--- src/rtl/sparse_band_map_allocator_macros.svh ---
// ----------------------------------------------------------------------------
// Sparse band map allocator assertion macros
// Shared property wrappers, clocked on clock and disabled during reset.
// ----------------------------------------------------------------------------
`ifndef SPARSE_BAND_MAP_ALLOCATOR_MACROS_SVH
`define SPARSE_BAND_MAP_ALLOCATOR_MACROS_SVH

// same-cycle implication
`define SBMA_ASSERT_NOW(name, ante, cons, msg) \
   name: assert property (@(posedge clock) disable iff (reset) (ante) |-> (cons)) \
      else $error(msg);

// next-cycle implication
`define SBMA_ASSERT_NEXT(name, ante, cons, msg) \
   name: assert property (@(posedge clock) disable iff (reset) (ante) |=> (cons)) \
      else $error(msg);

`endif

--- src/rtl/sbma_pkg.sv ---
// ----------------------------------------------------------------------------
// sbma_pkg
// Widths, constants, codes and controller/datapath interface types.
// ----------------------------------------------------------------------------
package sbma_pkg;

   localparam int unsigned OFS_W      = 48;  // image and drive offsets
   localparam int unsigned POS_W      = 49;  // offset plus partition start
   localparam int unsigned SUM_W      = 50;  // access end position
   localparam int unsigned CNT_W      = 25;  // byte counts
   localparam int unsigned SHIFT_W    = 5;
   localparam int unsigned BSZ_W      = 31;  // band size, up to 2^30
   localparam int unsigned IN_W       = 30;  // offset within a band
   localparam int unsigned SLOT_W     = 11;
   localparam int unsigned REC_W      = 10;
   localparam int unsigned NODE_NUM_W = 32;
   localparam int unsigned BANDNO_W   = 12;
   localparam int unsigned CSR_IDX_W  = 2;
   localparam int unsigned STAT_W     = 2;

   localparam int unsigned DEF_MAX_BANDS = 4096;
   localparam int unsigned HEADER_SLOTS  = 'h3F0;
   localparam int unsigned INDEX_SLOTS   = 'h3F2;
   localparam int unsigned NODE_BYTES    = 'h1000;
   localparam int unsigned MAX_COUNT     = 'h1000000;

   localparam logic [SHIFT_W-1:0] SHIFT_MIN = 5'd19;
   localparam logic [SHIFT_W-1:0] SHIFT_MAX = 5'd30;
   localparam logic [SHIFT_W-1:0] SHIFT_RST = 5'd20;

   // result status codes
   localparam logic [STAT_W-1:0] STAT_OK    = 2'd0;
   localparam logic [STAT_W-1:0] STAT_RANGE = 2'd1;
   localparam logic [STAT_W-1:0] STAT_WPROT = 2'd2;

   // register indexes
   localparam logic [CSR_IDX_W-1:0] CSR_PART_START = 2'd0;
   localparam logic [CSR_IDX_W-1:0] CSR_DRIVE      = 2'd1;
   localparam logic [CSR_IDX_W-1:0] CSR_SHIFT      = 2'd2;
   localparam logic [CSR_IDX_W-1:0] CSR_WRITE_EN   = 2'd3;

   typedef struct packed {
      logic              clear_step;
      logic              load;
      logic              check;
      logic              lookup;
      logic              open_node;
      logic              alloc;
      logic              emit_single;
      logic              emit_chunk;
      logic [STAT_W-1:0] code;
   } ctl_cmd_type;

   typedef struct packed {
      logic clear_last;
      logic err_range;
      logic wr_block;
      logic size_zero;
      logic is_write;
      logic base_zero;
      logic slot_full;
      logic last;
   } dp_status_type;

endpackage

--- src/rtl/sbma_ctrl.sv ---
// ----------------------------------------------------------------------------
// sbma_ctrl
// Sequencer: table clear, range check, dispatch and per-band chunk steps.
// ----------------------------------------------------------------------------
`include "sparse_band_map_allocator_macros.svh"

module sbma_ctrl
   import sbma_pkg::*;
(
   input  logic           clock,
   input  logic           reset,
   input  logic           start,
   input  dp_status_type  stat,
   output ctl_cmd_type    cmd,
   output logic           busy
);

   typedef enum logic [2:0] {
      ST_CLEAR,
      ST_IDLE,
      ST_CHECK,
      ST_DISPATCH,
      ST_LOOKUP,
      ST_DECIDE,
      ST_NODE,
      ST_ALLOC
   } state_type;

   state_type state_ff;
   state_type state_in;
   logic      busy_ff;

   always_comb begin
      cmd      = '0;
      state_in = state_ff;
      unique case (state_ff)
         ST_CLEAR: begin
            cmd.clear_step = 1'b1;
            if (stat.clear_last) state_in = ST_IDLE;
         end
         ST_IDLE: begin
            if (start) begin
               cmd.load = 1'b1;
               state_in = ST_CHECK;
            end
         end
         ST_CHECK: begin
            cmd.check = 1'b1;
            state_in  = ST_DISPATCH;
         end
         ST_DISPATCH: begin
            if (stat.err_range) begin
               cmd.emit_single = 1'b1;
               cmd.code        = STAT_RANGE;
               state_in        = ST_IDLE;
            end else if (stat.wr_block) begin
               cmd.emit_single = 1'b1;
               cmd.code        = STAT_WPROT;
               state_in        = ST_IDLE;
            end else if (stat.size_zero) begin
               cmd.emit_single = 1'b1;
               cmd.code        = STAT_OK;
               state_in        = ST_IDLE;
            end else begin
               state_in = ST_LOOKUP;
            end
         end
         ST_LOOKUP: begin
            cmd.lookup = 1'b1;
            state_in   = ST_DECIDE;
         end
         ST_DECIDE: begin
            if (stat.is_write && stat.base_zero) begin
               state_in = stat.slot_full ? ST_NODE : ST_ALLOC;
            end else begin
               cmd.emit_chunk = 1'b1;
               state_in       = stat.last ? ST_IDLE : ST_LOOKUP;
            end
         end
         ST_NODE: begin
            cmd.open_node = 1'b1;
            state_in      = ST_ALLOC;
         end
         ST_ALLOC: begin
            cmd.alloc      = 1'b1;
            cmd.emit_chunk = 1'b1;
            state_in       = stat.last ? ST_IDLE : ST_LOOKUP;
         end
      endcase
   end

   always_ff @(posedge clock) begin
      if (reset) begin
         state_ff <= ST_CLEAR;
         busy_ff  <= 1'b1;
      end else begin
         state_ff <= state_in;
         busy_ff  <= (state_in != ST_IDLE);
      end
   end

   assign busy = busy_ff;

   `SBMA_ASSERT_NEXT(a_accept_busy, start && !busy_ff, busy_ff && (state_ff == ST_CHECK), "accepted word did not enter the range check")

endmodule

--- config.mk ---
export PLATFORM = sky130hd
export DESIGN_NAME = sbma_ctrl
export DESIGN_NICKNAME = d
export VERILOG_FILES = /design/src/rtl/sbma_pkg.sv /design/src/rtl/sbma_ctrl.sv
export VERILOG_INCLUDE_DIRS = /design/src /design/src/rtl
export SDC_FILE = /design/constraint.sdc
export NUM_CORES = 1
export LEC_CHECK = 0
export BUFFER_PORTS_ARGS = -buffer_cell sky130_fd_sc_hd__clkbuf_2
export CELL_PAD_IN_SITES_DETAIL_PLACEMENT = 1
export CELL_PAD_IN_SITES_GLOBAL_PLACEMENT = 1
export CORE_MARGIN = 8
export CORE_UTILIZATION = 22
export DETAILED_ROUTE_END_ITERATION = 16
export PLACE_DENSITY = 0.79
export SYNTH_ARGS = -nofsm -noshare
export SYNTH_HDL_FRONTEND = slang
export SYNTH_SLANG_ARGS = --single-unit
--- constraint.sdc ---
create_clock -name clock -period 1.01 [get_ports clock]
set_input_delay 0.2525 -clock clock [delete_from_list [all_inputs] [get_ports clock]]
set_output_delay 0.2525 -clock clock [all_outputs]
set_load 0.03 [all_outputs]
After elaboration in Yosys (flattened, before gate mapping). Index checks and enable logic that the tools add are counted.

Reductions and logical operators: 2. Equal/unequal tests: 8. Multiplexer cells: 25.

Operator list (count): 3-bit case mux with 8 select lines (1); 3-bit 2-to-1 mux (7); 1-bit 2-to-1 mux (13); 3-bit == test, second input constant (4); 3-bit by 2-bit == test with 1-bit output, second input constant (2); 2-bit 2-to-1 mux (3); 3-bit by 1-bit == test with 1-bit output, second input constant (1); 3-bit logical NOT (1); 3-bit by 1-bit != test with 1-bit output, second input constant (1); 1-bit case mux with 2 select lines (1); 1-bit logical AND (1).

Logic and storage cells: 37. Output and inout bits: 11. Flip-flop bits (word level): 4. Bits of input ports: 11.

Depth between registers and ports, before layout.
Word-level depth: 5. Depth in mapped cells: 4. Mapped depth without buffers: 3.

Worst setup path after synthesis. Ideal clock, no wire load.

Path kind: register to output. Start point: register state_ff[2]. End point: output port cmd[1] (netlist bit). Cell stages (with the launch flop): 5. Arrival time: 1.377 ns. Buffers on the path: 1. Setup slack: -0.619 ns. Required time: 0.757 ns. Path through: dfxtp_1 buf_4 inv_1 nand3_1 nor3b_1.

RTL lines: start: declaration (line sbma_ctrl.sv:29) `state_type state_ff;`; start signal: assignment (line sbma_ctrl.sv:97) `state_ff <= state_in;`; end: declaration (line sbma_ctrl.sv:14) `output ctl_cmd_type cmd,`.

==> flow_metrics.py <==
metrics = {
    "route": {
        "finalWirelength_um": 1830,
        "routed_via_density": 5.07,
        "avgRoutedWirePerCell_um": 18.3,
        "remaining_drc_errors": 0,
        "detailedRoute.firstIterationViolations": 7,
        "antenna_violating_nets_post_route": 0,
        "first_pass_iters": 4,
        "vias": 507,
    },
    "clock_tree": {
        "tritoncts": "built",
        "clock_sink_count": 4,
        "holdBufCountCts": 0,
        "clk_path_buf_depth": 2,
        "cts_root_buffer": "sky130_fd_sc_hd__clkbuf_4",
        "h_tree_depth_reported_by_cts": 1,
        "cts_made_buffers": 3,
        "clkSlewWorstSetupHoldPaths_ps": 40,
        "clk_latency_ps": 230,
    },
    "timing": {
        "timing.max_slew.rel_slack_pct": 71.2,
        "finalWorstSetupSlack_ps": -392,
        "clock-skew-final_ps": 1.96,
        "finalHoldViolCount": 0,
        "slew_viol_final": 0,
        "setup-violations-final": 14,
        "tightest_slew_ps": 430,
        "setup-tns-final_ps": -4490,
        "final.period_utilization_pct": 139,
        "final_period_minus_worst_setup_slack_ps": 1400,
        "max_freq_mhz": 713,
        "grt_setup_unrepaired": "yes",
        "hold_slack_ps": 233,
    },
    "logic_synthesis": {
        "synth.ff_latch_count": 4,
        "mappedNetlistNets": 53,
        "sequential_element_share_of_the_synthesized_area_pct": 24.8,
        "synthFlopType": "sky130_fd_sc_hd__dfxtp_1",
        "yosys_warnings": 0,
        "fraction_of_synthesis_flops_using_an_asynchronous_set_or_reset_pin_pct": 0,
        "post_synthesis_cell_type_count": 27,
        "synth.cell_area_um2": 323,
        "synth_edf_count": 0,
        "postSynthAreaPerCell_um2": 7.69,
        "synth_cells": 42,
    },
    "die": {
        "fp.dieH_um": 54.3,
        "io_pins": 22,
        "floorplan.core_area_um2": 1440,
        "floorplan.rows": 14,
        "start_util_pct": 22.5,
        "fp.dieW_um": 54.3,
        "die_area_um2": 2950,
    },
    "power_and_ir_drop": {
        "cellLeakagePower_nw": 0.381,
        "power_density_nw_per_um2": 753,
        "peakVddDrop_mv": 0.477,
        "finalPower_uw": 675,
    },
    "placement": {
        "placement.setup.worst_slack_ps": -252,
        "post_dp_cell_area_um2": 637,
        "numPortBuffers": 21,
        "global_placement_routability_congestion": 0.781,
        "post-place-cells": 90,
        "detailed_place_hpwl_um": 1120,
    },
    "layout": {
        "share_of_post_route_cells_with_drive_strength_above_1_pct": 83.3,
        "syn_to_final_growth_pct": 178,
        "insertedDiodeCount": 0,
        "final_cells": 100,
        "post-route-cell-area_um2": 896,
        "layout.core_utilization_pct": 62.4,
        "final_nets": 97,
        "n_fill_cell": 150,
    },
    "global_route": {
        "grt_start_max_net_pins": 8,
        "grt_antenna_before_repair": 0,
        "wire_length_of_the_first_global_routing_pass_um": 2500,
        "via_count_of_the_first_global_routing_pass": 525,
        "grt_overflow_total": 0,
        "groute.usage.overall_pct": 11.7,
    },
    "worst_hold_path": {
        "worstHoldPathType": "in -> reg",
    },
    "outcome": {
        "violations": "negative setup slack",
        "run_status": "finished with violations",
    },
    "setup_path": {
        "worst-path-max-fanout": 7,
        "critPathRequiredTime_ps": 760,
        "crit_path_end_kind": "primary output",
        "worstPathArrival_ps": 1150,
        "worst_path_largest_cell_delay_ps": 380,
        "start_kind": "register",
        "slowest_stage": "sky130_fd_sc_hd__dfxtp_4",
        "cp_cell_sequence": "or2b_4 > nor2_4 > buf_8",
        "critical_path_class": "reg -> out",
        "critical_path_buf_inv_count": 1,
        "path_delay_family": "simple AND/OR/NAND/NOR gates",
    },
    "flow_run": {
        "max_cap_viol_count": 0,
    },
}
power breakdown:
part           internal (mW)  switching (mW)  total [mW]
logic                  0.142           0.153       0.296
clock network          0.133          0.0633       0.196
registers              0.168          0.0147       0.183
metal layers:
layer,wire (um),track usage (%),up-vias,share of wire (%)
met2,1060,22.1,17,58
met4,0,4.92,0,0
li1,-,-,239,-
met1,669,12.2,251,37
met5,0,0,-,0
met3,96,2.17,0,5.3
registers in the layout, indices dropped and copies added, names as in the netlist:
signal / count
busy: 1
state_ff: 3
placed cells by master (no fill, tap or decap), types with 2 or more instances in the layout:
cell	netlist	final
sky130_fd_sc_hd__and3_4	0	2
sky130_fd_sc_hd__inv_1	3	2
sky130_fd_sc_hd__buf_4	2	15
sky130_fd_sc_hd__clkbuf_8	0	4
sky130_fd_sc_hd__nor3_2	1	2
sky130_fd_sc_hd__a21oi_1	3	2
sky130_fd_sc_hd__clkbuf_2	0	10
sky130_fd_sc_hd__nor2_4	0	3
sky130_fd_sc_hd__buf_8	0	5
sky130_fd_sc_hd__dfxtp_4	0	3
sky130_fd_sc_hd__clkbuf_4	0	4
sky130_fd_sc_hd__buf_6	1	5
worst paths after layout:
kind | from | depth (start not counted) | slack (ps) | endpoint
max | state_ff[1] | 3 | -390 | cmd[5]
min | reset | 2 | 230 | state_ff[2]
max reg2reg | state_ff[2] | 5 | -250 | busy
min reg2reg | state_ff[0] | 3 | 740 | state_ff[1]
timing repair:
item / in CTS / in global routing
pin swaps: 11 / 2
gates resized for setup: 34 / 10
setup endpoints to repair: 14 / 15
setup buffers: 6 / 1
gates cloned: 0 / 0
cell type report:
type / instances / area, um2 / share of cell area [%]
repair buffers: 42 / 382 / 42.6
flip-flops and latches: 4 / 91.3 / 10.2
multi-input cells: 32 / 364 / 40.6
inverters: 3 / 16.3 / 1.82
well taps: 16 / 20.0 / 2.23
clock buffers: 3 / 22.5 / 2.51
cells in the mapped netlist, types with 2 or more instances:
library cell	count	share of area [%]
sky130_fd_sc_hd__nor3_1	2	3.1
sky130_fd_sc_hd__and3_1	3	5.8
sky130_fd_sc_hd__a21oi_1	3	4.6
sky130_fd_sc_hd__inv_1	3	3.5
sky130_fd_sc_hd__dfxtp_1	4	25
sky130_fd_sc_hd__buf_4	2	4.6
sky130_fd_sc_hd__nor2_1	5	5.8
cell families (layout without fill, tap and decap cells):
logic type      count (synthesis)  in the layout  share of synthesized area (%)
buf+inv                         6             48                           11.6
compound gates                 10             10                           22.5
flops                           4              4                           24.8
simple gates                   22             22                           41.1
Note: power is estimated with default switching activity, not from simulation.
